`src/hdl/bchd_pkg.sv`:
```
// Shared types and constants for the button click / hold detector.
// Used by bchd_fsm and button_click_hold_detector; depends on nothing else.
package bchd_pkg;

  localparam int TimerW     = 16;
  localparam int MaxClicks  = 15;
  localparam int CountW     = $clog2(MaxClicks + 1);
  localparam int TotalW     = 4;

  localparam logic [TimerW-1:0] DebounceReset = TimerW'(50);
  localparam logic [TimerW-1:0] WindowReset   = TimerW'(400);
  localparam logic [TimerW-1:0] TimerMax      = '1;

  typedef enum logic [2:0] {
    MODE_IDLE     = 3'd0,
    MODE_ALMOST   = 3'd1,
    MODE_PRESSED  = 3'd2,
    MODE_RELEASED = 3'd3,
    MODE_HELD     = 3'd4
  } mode_t;

  typedef enum logic [1:0] {
    EV_NONE          = 2'd0,
    EV_HOLDING       = 2'd1,
    EV_HOLD_RELEASED = 2'd2,
    EV_CLICKS_DONE   = 2'd3
  } event_t;

  typedef enum logic {
    REG_DEBOUNCE = 1'b0,
    REG_WINDOW   = 1'b1
  } reg_index_t;

  typedef struct packed {
    event_t              event_kind;
    logic [TotalW-1:0]   click_total;
    mode_t               button_mode;
  } result_t;

endpackage

```
`src/hdl/bchd_fsm.sv`:
```
// Button state machine with its debounce and click-window timers and settings.
// Depends on bchd_pkg for the mode, event and result types.
module bchd_fsm (
  input  logic                           clk,
  input  logic                           rst,
  input  logic                           cfg_write,
  input  logic                           cfg_index,
  input  logic [bchd_pkg::TimerW-1:0]    cfg_data,
  input  logic                           step,
  input  logic                           pin_level,
  output bchd_pkg::result_t              result
);
  import bchd_pkg::*;

  logic [TimerW-1:0] debounce_ticks;
  logic [TimerW-1:0] click_window_ticks;

  mode_t             mode, mode_next;
  logic [CountW-1:0] click_count, click_count_next;
  logic [TimerW-1:0] window_elapsed, window_elapsed_next;
  logic              window_running, window_running_next;
  logic [TimerW-1:0] debounce_elapsed, debounce_elapsed_next;
  logic              debounce_running, debounce_running_next;

  always_ff @(posedge clk) begin
    if (rst) begin
      debounce_ticks     <= DebounceReset;
      click_window_ticks <= WindowReset;
    end else if (cfg_write) begin
      case (reg_index_t'(cfg_index))
        REG_DEBOUNCE: debounce_ticks     <= cfg_data;
        REG_WINDOW:   click_window_ticks <= cfg_data;
        default: ;
      endcase
    end
  end

  always_ff @(posedge clk) begin
    if (rst) begin
      mode             <= MODE_IDLE;
      click_count      <= '0;
      window_elapsed   <= '0;
      window_running   <= 1'b0;
      debounce_elapsed <= '0;
      debounce_running <= 1'b0;
    end else if (step) begin
      mode             <= mode_next;
      click_count      <= click_count_next;
      window_elapsed   <= window_elapsed_next;
      window_running   <= window_running_next;
      debounce_elapsed <= debounce_elapsed_next;
      debounce_running <= debounce_running_next;
    end
  end

  // The steps below follow one another within a tick; later steps see the
  // mode and timers as the earlier ones left them.
  always_comb begin
    logic              pressed;
    logic              deb_exp;
    mode_t             m;
    logic [CountW-1:0] cnt;
    logic [TimerW-1:0] w_el;
    logic              w_run;
    logic [TimerW-1:0] d_el;
    logic              d_run;
    event_t            ev;
    logic [TotalW-1:0] total;

    pressed = !pin_level;
    m       = mode;
    cnt     = click_count;
    w_el    = window_elapsed;
    w_run   = window_running;
    d_el    = debounce_elapsed;
    d_run   = debounce_running;
    ev      = EV_NONE;
    total   = '0;

    // Both timers advance at the start of the tick, saturating at full scale.
    if (w_run && (w_el != TimerMax)) w_el = TimerW'(w_el + 1'b1);
    if (d_run && (d_el != TimerMax)) d_el = TimerW'(d_el + 1'b1);
    deb_exp = d_run && (d_el >= debounce_ticks);

    if (pressed && (m == MODE_RELEASED) && !(w_run && (w_el >= click_window_ticks))) begin
      w_el  = '0;
      w_run = 1'b1;
      m     = MODE_PRESSED;
      if (cnt < CountW'(MaxClicks)) cnt = CountW'(cnt + 1'b1);
    end else if (pressed && (m == MODE_IDLE)) begin
      m     = MODE_ALMOST;
      d_el  = '0;
      d_run = 1'b1;
    end else if (pressed && (m == MODE_ALMOST) && deb_exp) begin
      m     = MODE_PRESSED;
      w_el  = '0;
      w_run = 1'b1;
      cnt   = CountW'(1);
    end else if (!pressed && (m == MODE_ALMOST) && !deb_exp) begin
      m     = MODE_IDLE;
      w_run = 1'b0;
      d_run = 1'b0;
    end

    if ((m == MODE_PRESSED) && !pressed) m = MODE_RELEASED;

    if ((m == MODE_PRESSED) && pressed && w_run && (w_el >= click_window_ticks)) begin
      m = MODE_HELD;
    end

    if ((m == MODE_HELD) && !pressed) begin
      w_run = 1'b0;
      m     = MODE_IDLE;
      ev    = EV_HOLD_RELEASED;
      cnt   = '0;
    end else if ((m == MODE_HELD) && pressed) begin
      ev = EV_HOLDING;
    end

    if (w_run && (w_el >= click_window_ticks) && (m == MODE_RELEASED)) begin
      w_run = 1'b0;
      ev    = EV_CLICKS_DONE;
      total = TotalW'(cnt);
      m     = MODE_IDLE;
    end

    mode_next             = m;
    click_count_next      = cnt;
    window_elapsed_next   = w_el;
    window_running_next   = w_run;
    debounce_elapsed_next = d_el;
    debounce_running_next = d_run;

    result.event_kind  = ev;
    result.click_total = total;
    result.button_mode = m;
  end

endmodule

```
`src/hdl/button_click_hold_detector.sv`:
```
// Top level of the button click / hold detector: handshakes and result buffering.
// Depends on bchd_pkg and instantiates bchd_fsm.

// The block takes one sampled, active-low button level per transfer and
// returns exactly one result per sample: an event code (none, holding, hold
// released, click sequence finished), the click total that goes with a
// finished sequence, and the button mode after the sample. A first press must
// persist for debounce_ticks samples; further presses inside the click window
// add clicks (saturating at the package maximum), and a press that outlasts
// the window becomes a hold, reported on every held sample and once more on
// release. Timing counts samples, not clock cycles. The block accepts one
// sample every clock cycle while sample_stall is low: the state machine and
// both timers are updated together per accepted sample, and its result is
// registered into the output register, or into a skid register while the
// output is stalled. The two result slots let one further sample be taken
// while result_stall is high; sample_stall rises only when both slots are
// full. Configuration writes land on the clock edge where cfg_write is high
// and should be made while no results are outstanding. After reset the
// debounce time is 50 and the click window is 400 samples.
module button_click_hold_detector (
  input  logic                          clk,
  input  logic                          rst,
  input  logic                          cfg_write,
  input  logic                          cfg_index,
  input  logic [bchd_pkg::TimerW-1:0]   cfg_data,
  input  logic                          sample_valid,
  output logic                          sample_stall,
  input  logic                          pin_level,
  output logic                          result_valid,
  input  logic                          result_stall,
  output logic [1:0]                    event_kind,
  output logic [bchd_pkg::TotalW-1:0]   click_total,
  output logic [2:0]                    button_mode
);
  import bchd_pkg::*;

  logic    accept;
  logic    out_free;
  result_t step_result;
  result_t out_data;
  result_t skid_data;
  logic    skid_valid;

  // A transfer in happens whenever a sample is valid and the skid slot is empty.
  assign sample_stall = skid_valid;
  assign accept       = sample_valid && !skid_valid;

  // The output slot can take new data when it is empty or being drained.
  assign out_free     = !result_valid || !result_stall;

  bchd_fsm u_fsm (
    .clk       (clk),
    .rst       (rst),
    .cfg_write (cfg_write),
    .cfg_index (cfg_index),
    .cfg_data  (cfg_data),
    .step      (accept),
    .pin_level (pin_level),
    .result    (step_result)
  );

  // Control bits of the two result slots.
  always_ff @(posedge clk) begin
    if (rst) begin
      result_valid <= 1'b0;
      skid_valid   <= 1'b0;
    end else if (out_free) begin
      // The skid slot drains first; a new sample is never taken while it is full.
      result_valid <= skid_valid || accept;
      skid_valid   <= 1'b0;
    end else begin
      skid_valid   <= skid_valid || accept;
    end
  end

  // Result payloads.
  always_ff @(posedge clk) begin
    if (out_free) begin
      if (skid_valid) begin
        out_data <= skid_data;
      end else if (accept) begin
        out_data <= step_result;
      end
    end else if (accept) begin
      skid_data <= step_result;
    end
  end

  assign event_kind  = out_data.event_kind;
  assign click_total = out_data.click_total;
  assign button_mode = out_data.button_mode;

endmodule
```
`config.mk`:
```
export PLATFORM = sky130hd
export DESIGN_NAME = button_click_hold_detector
export DESIGN_NICKNAME = d
export VERILOG_FILES = /design/src/hdl/bchd_pkg.sv /design/src/hdl/bchd_fsm.sv /design/src/hdl/button_click_hold_detector.sv
export SDC_FILE = /design/constraint.sdc
export NUM_CORES = 1
export LEC_CHECK = 0
export ABC_AREA = 0
export BUFFER_PORTS_ARGS = -buffer_cell sky130_fd_sc_hd__buf_2
export CAP_MARGIN = 20
export CELL_PAD_IN_SITES_DETAIL_PLACEMENT = 0
export CELL_PAD_IN_SITES_GLOBAL_PLACEMENT = 1
export CORE_MARGIN = 2
export CORE_UTILIZATION = 42
export DETAILED_ROUTE_END_ITERATION = 8
export PLACE_DENSITY_LB_ADDON = 0.1
export SYNTH_ARGS = -nofsm -noshare
export SYNTH_HDL_FRONTEND = slang
export SYNTH_HIERARCHICAL = 1
export SYNTH_SLANG_ARGS = --single-unit
```
`constraint.sdc`:
```
create_clock -name clk -period 5.5 [get_ports clk]
set_input_delay 0.55 -clock clk [delete_from_list [all_inputs] [get_ports clk]]
set_output_delay 0.55 -clock clk [all_outputs]
set_load 0.02 [all_outputs]
```
==> summary.md, run 1 <==
| Metric | Value |
|---|---|
| Worst-path clk slew | `0.07 ns` |
| Clk sinks | `93` |
| Mapped cell area | `0.00567 mm2` |
| Crit start category | `flip-flop` |
| Post-route ant nets | `0` |
| Vias in the first global route | `4956` |
| Final Critical Period | `5.40 ns` |
| Unique masters post-synth | `64` |
| Post-synthesis sequential area ratio | `36.0%` |
| Cell count after synthesis | `676` |
| Post-CTS Hold Buffers | `0` |
| Final wirelength | `15800 um` |
| F_max | `185 MHz` |
| Clock Tree Buf Depth | `2` |
| First drt pass iteration count | `5` |
| Layout Utilization | `55.5%` |
| Post-Layout Inst Area | `0.00732 mm2` |
| Main combinational cell family by area after synthesis | `simple AND/OR/NAND/NOR gates` |
| Primary FF master, synth | `dfxtp_1` |
| XOR/XNOR share of the synthesized area | `4.64%` |
| Worst skew pair latency | `0.36 ns` |
| Pwr/cell area | `199 mW/mm2` |
| Post-synthesis mux area share | `3.09%` |
| Core Footprint | `0.0132 mm2` |
| Filler cells | `1271` |
| Most frequent cell after synthesis | `nand2_1` |
| Critical Path AT | `5.51 ns` |
| FP Rows | `42` |
| Placed inst area | `0.00654 mm2` |
| Vias/cell | `5.22` |
| Peak supply drop | `0.118 mV` |
| Gr usage total | `22.4%` |
| Maximum fanout along the worst path | `4` |
| Tcrit/Tclk final | `98.1%` |
| N_diodes | `0` |
| H-tree levels | `3` |
| Post-DP HPWL | `11500 um` |
| Max Slew Vio Count | `0` |
| Port Buffer Count | `33` |
| DR DRC count | `0` |
| Area Growth Syn to Fin | `29.2%` |
| Leading post-synthesis cells by instance count | `nand2_1, dfxtp_1, a21oi_1` |
| Cells taking the most area after synthesis | `dfxtp_1, ha_1, edfxtp_1` |
| I/O pins | `34` |
| Synth Area in Simple Gates | `21.5%` |
| Post-synth top area cell | `dfxtp_1` |
| Die height | `120 um` |
| Pre-CTS setup slack | `-0.226 ns` |
| Initial Util | `43.0%` |
| Nets | `878` |
| Run status | `complete, no violations` |
| Final-report setup violation count | `0` |
| Adder-Cell Fraction of Synth Area | `11.3%` |
| RSZ-0062 raised after global routing | `yes` |
| Root Buffer | `clkbuf_16` |
| Asr flop ratio synth | `0%` |
| Worst slew margin | `38.3%` |
| Vias | `5145` |
| WP data required | `5.61 ns` |
| Post-synth EDFFs | `18` |
| Clk_skew | `0.00554 ns` |
| Setup ws final | `0.103 ns` |
| Worst hold slack | `0.442 ns` |
| Complex-gate fraction of the synthesized area | `17.7%` |
| CTS tree | `built` |
| Initial antenna violation count | `0` |
| Setup TNS | `0 ns` |
| Crit Path Class | `flip-flop to flip-flop` |
| Area share of the largest cell type after synthesis | `26.5%` |
| Syn Nets | `750` |
| #FFs+latches synth | `93` |
| Die area | `0.0144 mm2` |
| Mean Syn Cell Area | `8.38 um2` |
| Crit end category | `flip-flop` |
| Routed wire per std cell | `16.0 um` |
| Hold/Removal Path Class | `input pin to flip-flop` |
| Share of layout cells above drive strength 1 | `28.1%` |
| Critical path's slowest cell | `or4_4` |
| Largest net degree at the start of global routing | `51` |
| CTS buffer count | `9` |
| Fin. Hold Viols | `0` |
| Gpl congestion | `0.881` |
| Max-Cap Viols | `0` |
| CP peak stage delay | `0.57 ns` |
| Gr ovfl total | `0` |
| Worst-Margin Slew | `0.926 ns` |
| Syn. warnings | `6` |
| First-pass GRT wire length | `25100 um` |
| DIE WIDTH | `120 um` |
| LEAKAGE | `3.20 nW` |
| Violation count after the first detailed-route iteration | `282` |
==> registers in the layout (all words and copies together) (netlist names), 4 cells and up <==
register	count
u_fsm/window_elapsed	16
click_total	4
u_fsm/debounce_ticks	16
u_fsm/click_window_ticks	16
skid_data	9
u_fsm/click_count	4
u_fsm/debounce_elapsed	16
==> metrics by stage <==
stage                     total power [mW]  std cells
after floorplan                      0.822        676
after global placement               0.872        937
after detailed placement             0.874        938
after CTS                             1.46        966
after global routing                  1.52        985
final                                 1.46        985
==> layout make-up <==
cell class                 count  area, um2  share of cell area, %
clock buffer                  10        229                   3.13
clock inverter                 6       37.5                  0.513
inverter                      51        191                   2.61
tap                          176        220                   3.01
timing repair buffer         147       1050                   14.3
multi-input combinational    502       3550                   48.5
sequential                    93       2050                   27.9
==> critical path, delay by kind of cell, from the launching register on <==
| kind | cells | cell delay (ns) |
|---|---|---|
| AOI/OAI and AO/OA | 8 | 1.34 |
| muxes | 1 | 0.26 |
| buffers and inverters | 2 | 0.29 |
| and+or+nand+nor | 11 | 2.08 |
| adders and majority gates | 3 | 0.66 |
| DFF | 1 | 0.36 |
| xor gates and xnor gates | 1 | 0.17 |
==> power by group <==
group          switching, mW  internal, mW
combinational         0.0958        0.0522
sequential            0.0113         0.712
clock                  0.278         0.306
==> final timing paths <==
kind | from | endpoint | slack [ns] | cells after the start
worst max-delay path | u_fsm/debounce_elapsed[1] | button_mode[2] | 0.10 | 26
worst min-delay path | cfg_data[13] | u_fsm/debounce_ticks[13] | 0.44 | 3
worst max register to register | u_fsm/debounce_elapsed[1] | button_mode[2] | 0.10 | 26
worst min register to register | u_fsm/click_window_ticks[6] | u_fsm/click_window_ticks[6] | 0.45 | 2
==> timing repair <==
item                       CTS  global route
gates cloned                 0             0
resized for setup            5            59
pin swaps                    4            29
buffers inserted            12            18
setup endpoints to repair   16            22
==> cell usage in the layout (no fill, tap or decap), types with 6 or more instances in the layout <==
master     instances
xnor2_1           17
nand3_1           13
nand2b_1           6
o21ai_0           18
mux2_4             9
a21o_1             6
buf_2             33
nand2_1          106
xor2_1            11
nor2_2             9
a21oi_1           57
o31ai_1            6
ha_1              48
a211oi_1           6
and3_1             9
nor3_2             6
nor3_1            11
o21ai_1           15
inv_1             50
dfxtp_1           72
nand4_1           16
clkbuf_16          9
edfxtp_1          18
buf_4            108
nor2_1            38
==> metal layers <==
layer | track usage, % | up-vias | wire (um)
met5 | 0 | - | 0
met4 | 8.68 | 0 | 342
met3 | 3.37 | 29 | 439
met2 | 35.6 | 86 | 7060
met1 | 30.6 | 2392 | 7950
li1 | - | 2638 | -
==> kinds of logic after synthesis <==
kind of cell	after synthesis
compound gates	153
xor+xnor	30
fa+ha+maj	51
buf+inv	81
flops	93
mux	13
simple gates	255
(Power assumes the default switching activity.)
==> run 2, diff against run 1 <==
--- a/config.mk
+++ b/config.mk
@@ -11,7 +11,8 @@
 export CELL_PAD_IN_SITES_DETAIL_PLACEMENT = 0
 export CELL_PAD_IN_SITES_GLOBAL_PLACEMENT = 1
 export CORE_MARGIN = 2
-export CORE_UTILIZATION = 42
+export CORE_UTILIZATION = 30
+export CTS_BUF_LIST = sky130_fd_sc_hd__clkbuf_16
 export DETAILED_ROUTE_END_ITERATION = 8
 export PLACE_DENSITY_LB_ADDON = 0.1
 export SYNTH_ARGS = -nofsm -noshare
==> run 2 against run 1 <==
Flip-flop and latch count is the same. Largest power group unchanged. Wire length grew 9.0%. Utilization shrank 15 points. Sequential share of layout area shrank 0.72 points.
==> summary.md, run 2 (synthesis results as in run 1) <==
| Metric | Value |
|---|---|
| Worst-Margin Slew | `0.946 ns (+0.0202 ns)` |
| Post-route ant nets | `0 (unchanged)` |
| Peak supply drop | `0.134 mV (+13%)` |
| Post-Layout Inst Area | `0.00751 mm2 (+2.6%)` |
| F_max | `185 MHz (-0.31%)` |
| Vias | `5204 (+1.1%)` |
| DIE WIDTH | `141 um (+18%)` |
| Max-Cap Viols | `0 (unchanged)` |
| Clk_skew | `0.00780 ns (+0.00226 ns)` |
| Nets | `867 (-1.3%)` |
| Register Area | `0.00204 mm2 (about the same)` |
| Placed instance count | `1001 (+6.7%)` |
| Worst path top cell family by delay | `simple AND/OR/NAND/NOR gates` |
| Most frequent cells in the layout | `nand2_1, buf_4, dfxtp_1` |
| Layout Utilization | `40.3% (-15 points)` |
| Filler cells | `1888 (+49%)` |
| Post-DP HPWL | `12700 um (+10%)` |
| WP data required | `5.61 ns (about the same)` |
| Gr usage total | `17.3% (-5.1 points)` |
| Post-Layout Cell Count | `1032 (+4.8%)` |
| Routed wl met2 | `7940 um (+12%)` |
| R2r startpoint | `u_fsm/debounce_elapsed[1]` |
| Worst slew margin | `36.9% (-1.3 points)` |
| DR DRC count | `0 (unchanged)` |
| First-pass GRT wire length | `27100 um (+7.9%)` |
| Pwr/cell area | `209 mW/mm2 (+5.2%)` |
| CP peak stage delay | `0.58 ns (about the same)` |
| Pre-CTS setup slack | `-0.276 ns (-0.0499 ns)` |
| Final Critical Period | `5.41 ns (+0.0168 ns)` |
| Setup TNS | `0 ns (unchanged)` |
| Total power | `1.57 mW (+8.0%)` |
| Worst skew pair latency | `0.35 ns (about the same)` |
| N_diodes | `0 (unchanged)` |
| Root Buffer | `clkbuf_16` |
| Placed inst area | `0.00666 mm2 (+1.8%)` |
| R2R Path End | `button_mode[0]` |
| H-tree levels | `3 (unchanged)` |
| Vias/cell | `5.04 (-3.5%)` |
| Final-report setup violation count | `0 (unchanged)` |
| Post-CTS Hold Buffers | `0 (unchanged)` |
| Gpl congestion | `0.839 (-4.7%)` |
| LEAKAGE | `3.20 nW (about the same)` |
| CP most frequent cell | `nor2_4` |
| Die height | `141 um (+18%)` |
| Run status | `complete, no violations` |
| FP Rows | `50 (+19%)` |
| Met1 WL | `8320 um (+4.6%)` |
| First drt pass iteration count | `5 (unchanged)` |
| Gr ovfl total | `0 (unchanged)` |
| Worst-path clk slew | `0.07 ns (about the same)` |
| Final wirelength | `17200 um (+9.0%)` |
| Vias in the first global route | `5120 (+3.3%)` |
| Core Footprint | `0.0186 mm2 (+41%)` |
| Crit start category | `flip-flop` |
| Worst Hold Path EP | `u_fsm/click_window_ticks[8]` |
| Initial antenna violation count | `0 (unchanged)` |
| Initial Util | `30.4% (-13 points)` |
| Share of layout cells above drive strength 1 | `29.1% (+1.0 points)` |
| Crit end category | `flip-flop` |
| Clock Tree Buf Depth | `2 (unchanged)` |
| Hold/Removal Path Class | `input pin to flip-flop` |
| Worst hold slack | `0.446 ns (+0.00456 ns)` |
| Die area | `0.0200 mm2 (+39%)` |
| Critical path's slowest cell | `or4_4` |
| Maximum fanout along the worst path | `3 (-1)` |
| Commonest non-fill, non-tap cell in the layout | `nand2_1` |
| I/O pins | `34 (unchanged)` |
| Critical Path AT | `5.52 ns (about the same)` |
| Routed wire per std cell | `16.7 um (+4.0%)` |
| Hold Path Depth | `3 (unchanged)` |
| HP Start | `cfg_data[8]` |
| Setup ws final | `0.0865 ns (-0.0168 ns)` |
| Met3 WL post-DR | `600 um (+37%)` |
| Violation count after the first detailed-route iteration | `265 (-6.0%)` |
| Tcrit/Tclk final | `98.4% (+0.31 points)` |
| CTS buffer count | `9 (unchanged)` |
| Fin. Hold Viols | `0 (unchanged)` |
| Max layer used | `met4` |
| CTS tree | `built` |
| Multi-input logic area | `0.00369 mm2 (+3.8%)` |
| Cell count of the worst reg-to-reg path | `27 (+3.8%)` |
| Area Growth Syn to Fin | `32.5%` |
| RSZ-0062 raised after global routing | `yes` |
| Crit Path Class | `flip-flop to flip-flop` |
| CP bufs+invs | `3 (+1)` |
| Max Slew Vio Count | `0 (unchanged)` |
| Worst reg-to-reg setup slack | `0.09 ns (-0.02 ns)` |
| Largest net degree at the start of global routing | `50 (-2.0%)` |
| Clk sinks | `93 (unchanged)` |
| Port Buffer Count | `33 (unchanged)` |
## run 2: changes by cell type in the layout (fill, tap and decap cells not counted), moves of 3 or more
cell | before | now
ha_4 | 3 | 7
nor3_2 | 6 | 2
nand2_2 | 2 | 5
nor2_2 | 9 | 5
nor2_4 | 1 | 6
buf_4 | 108 | 96
ha_1 | 48 | 44
nor4_2 | 1 | 4
nand2_1 | 106 | 103
nor3_4 | 0 | 3
## run 2: tightest hold or removal path: cells and delay by family
family | cells | cell delay (ns)
AOI/OAI and AO/OA | 1 | 0.07
and+or+nand+nor | 1 | 0.04
buffers and inverters | 1 | 0.09
## run 2: final cells by class
cell class              instances  area share (%)
repair buffers                136            13.0
flip-flops and latches         93            27.2
clock inverters                 7            1.28
well taps                     234            3.90
multi-input cells             502            49.1
clock buffers                   9            3.00
inverters                      51            2.55
## run 2: routing by layer
layer | vias up | GRT usage, %
li1 | 2623 | -
met1 | 2465 | 23.3
met2 | 97 | 28.6
met3 | 19 | 2.97
met4 | 0 | 5.11
met5 | - | 0
## run 2: timing repair
| action | in CTS | in global routing |
|---|---|---|
| endpoints found under the setup margin | 14 | 21 |
| buffers inserted | 2 | 13 |
| pin swaps | 8 | 43 |
| resized for setup | 14 | 74 |
## run 2: worst max-delay path by stage
stage	startpoint	endpoint	cells past startpoint
after floorplan	u_fsm/debounce_elapsed[0]	button_mode[2]	26
after global placement	u_fsm/debounce_elapsed[0]	click_total[3]	25
after detailed placement	u_fsm/debounce_elapsed[0]	click_total[3]	26
after CTS	u_fsm/debounce_elapsed[0]	event_kind[1]	25
after global routing	u_fsm/debounce_elapsed[1]	click_total[0]	30
final	u_fsm/debounce_elapsed[1]	button_mode[0]	27
## run 2: power breakdown
group	switching [mW]	internal [mW]	leakage (nW)
logic	0.103	0.0554	2.25
clock network	0.289	0.402	0.162
registers	0.0105	0.712	0.785
total	0.402	1.17	3.20
==> run 3, diff against run 2 <==
--- a/config.mk
+++ b/config.mk
@@ -10,8 +10,8 @@
 export CAP_MARGIN = 20
 export CELL_PAD_IN_SITES_DETAIL_PLACEMENT = 0
 export CELL_PAD_IN_SITES_GLOBAL_PLACEMENT = 1
-export CORE_MARGIN = 2
-export CORE_UTILIZATION = 30
+export CORE_MARGIN = 1
+export CORE_UTILIZATION = 42
 export CTS_BUF_LIST = sky130_fd_sc_hd__clkbuf_16
 export DETAILED_ROUTE_END_ITERATION = 8
 export PLACE_DENSITY_LB_ADDON = 0.1
==> run 3 against run 2 <==
Via count is 3.3% lower. Combinational power decreased by 12%. Clock power decreased by 14%. Worst hold slack worse by 0.0047 ns. Critical path depth decreased by 2. Count of clock-buffer cells in the layout did not move. Cell count decreased by 9.0%. Register-to-register slack better by 0.07 ns.
==> summary.md, run 3 (synthesis results as in run 1) <==
| Metric | Value |
|---|---|
| Run status | `complete, no violations` |
| Crit Path Class | `flip-flop to flip-flop` |
| Die area | `0.0140 mm2 (-30%)` |
| Total power | `1.46 mW (-7.3%)` |
| Gr ovfl total | `0 (unchanged)` |
| Multi-input logic area | `0.00350 mm2 (-5.1%)` |
| Max Slew Vio Count | `0 (unchanged)` |
| Root Buffer | `clkbuf_16` |
| Commonest non-fill, non-tap cell in the layout | `nand2_1` |
| Final wirelength | `15400 um (-11%)` |
| Worst skew pair latency | `0.35 ns (about the same)` |
| Post-CTS Hold Buffers | `0 (unchanged)` |
| Critical path's slowest cell | `or4_4` |
| Crit start category | `flip-flop` |
| H-tree levels | `3 (unchanged)` |
| Worst reg-to-reg setup slack | `0.16 ns (+0.07 ns)` |
| Share of layout cells above drive strength 1 | `23.1% (-6.0 points)` |
| Routed wire per std cell | `16.4 um (-1.8%)` |
| Clk sinks | `93 (unchanged)` |
| Worst hold slack | `0.442 ns (-0.00474 ns)` |
| Most frequent cells in the layout | `nand2_1, dfxtp_1, buf_4` |
| DIE WIDTH | `118 um (-16%)` |
| Fin. Hold Viols | `0 (unchanged)` |
| Vias | `5031 (-3.3%)` |
| CP bufs+invs | `1 (-2)` |
| Pwr/cell area | `211 mW/mm2 (+0.64%)` |
| Hold/Removal Path Class | `input pin to flip-flop` |
| CTS tree | `built` |
| Vias in the first global route | `4842 (-5.4%)` |
| First-pass GRT wire length | `25200 um (-7.1%)` |
| Worst slew margin | `41.1% (+4.1 points)` |
| Largest net degree at the start of global routing | `42 (-16%)` |
| WP data required | `5.61 ns (about the same)` |
| Port Buffer Count | `33 (unchanged)` |
| Routed wl met2 | `7050 um (-11%)` |
| Max layer used | `met4` |
| LEAKAGE | `2.94 nW (-8.3%)` |
| Max-Cap Viols | `0 (unchanged)` |
| Worst-Margin Slew | `0.884 ns (-0.0618 ns)` |
| Gpl congestion | `0.870 (+3.6%)` |
| Nets | `832 (-4.0%)` |
| N_diodes | `0 (unchanged)` |
| Maximum fanout along the worst path | `6 (+3)` |
| Crit end category | `flip-flop` |
| CP peak stage delay | `0.58 ns (about the same)` |
| Critical Path AT | `5.45 ns (-0.07 ns)` |
| CTS buffer count | `9 (unchanged)` |
| Post-DP HPWL | `11500 um (-9.5%)` |
| First drt pass iteration count | `4 (-1)` |
| Core Footprint | `0.0132 mm2 (-29%)` |
| Vias/cell | `5.36 (+6.3%)` |
| Initial antenna violation count | `0 (unchanged)` |
| FP Rows | `42 (-16%)` |
| Clk_skew | `0.00903 ns (+0.00123 ns)` |
| Peak supply drop | `0.113 mV (-16%)` |
| Register Area | `0.00204 mm2 (unchanged)` |
| Filler cells | `1252 (-34%)` |
| F_max | `187 MHz (+1.3%)` |
| Violation count after the first detailed-route iteration | `263 (-0.75%)` |
| Gr usage total | `22.9% (+5.6 points)` |
| Met3 WL post-DR | `509 um (-15%)` |
| Initial Util | `43.0% (+13 points)` |
| Met1 WL | `7670 um (-7.8%)` |
| Area Growth Syn to Fin | `22.1%` |
| Worst-path clk slew | `0.07 ns (about the same)` |
| Clock Tree Buf Depth | `2 (unchanged)` |
| Post-route ant nets | `0 (unchanged)` |
| Die height | `118 um (-16%)` |
| Worst path top cell family by delay | `simple AND/OR/NAND/NOR gates` |
| DR DRC count | `0 (unchanged)` |
| Final-report setup violation count | `0 (unchanged)` |
| Final Critical Period | `5.34 ns (-0.0704 ns)` |
| Tcrit/Tclk final | `97.1% (-1.3 points)` |
| I/O pins | `34 (unchanged)` |
-- run 3: worst reg2reg max path, delay by kind of cell, from the launching register on --
kind | cells | cell delay [ns]
buffers and inverters | 1 | 0.16
DFF | 1 | 0.35
AOI/OAI and AO/OA | 8 | 1.47
adders and majority gates | 3 | 0.63
and+or+nand+nor | 11 | 2.08
muxes | 1 | 0.26
xor gates and xnor gates | 1 | 0.16
-- run 3: layout make-up --
cell class              count  area share [%]
flip-flops and latches     93            29.5
well taps                 176            3.18
multi-input cells         502            50.6
clock inverters             7           0.705
clock buffers               9            3.25
inverters                  51            2.77
repair buffers            101            9.98
-- run 3: worst paths after layout --
path / startpoint / to / depth (start not counted)
min reg2reg: u_fsm/debounce_ticks[7] / u_fsm/debounce_ticks[7] / 2
max: u_fsm/debounce_elapsed[1] / button_mode[2] / 25
min: cfg_data[6] / u_fsm/debounce_ticks[6] / 3
max reg2reg: u_fsm/debounce_elapsed[1] / button_mode[2] / 25
-- run 3: report_power, final --
part | internal (mW) | leakage, nW | switching, mW
logic | 0.0469 | 2.02 | 0.0923
registers | 0.712 | 0.785 | 0.0112
clock network | 0.308 | 0.132 | 0.286
-- run 3: repair_timing --
| action | 4_1_cts | 5_1_grt |
|---|---|---|
| setup endpoints to repair | 13 | 19 |
| pin swaps | 2 | 35 |
| cloned | 0 | 0 |
| buffers inserted | 1 | 13 |
| resized for setup | 10 | 38 |
-- run 3: per-layer routing --
metal	vias up	global-route usage, %
met2	100	35.5
met3	12	3.76
met5	-	0
li1	2544	-
met4	0	5.93
met1	2375	32.8
-- run 3: stage by stage --
stage               area (um2)  TNS, ns  instances  utilization (%)  worst slack, ns
floorplan                 5670        0        676                -           0.0987
global placement          6310        0        907             47.8          0.00431
detailed placement        6320   -0.654        908             47.9           -0.128
CTS                       6640        0        925             50.4           0.0355
global route              6920   -0.507        939             52.5           -0.112
finish                    6920        0        939             52.5            0.157
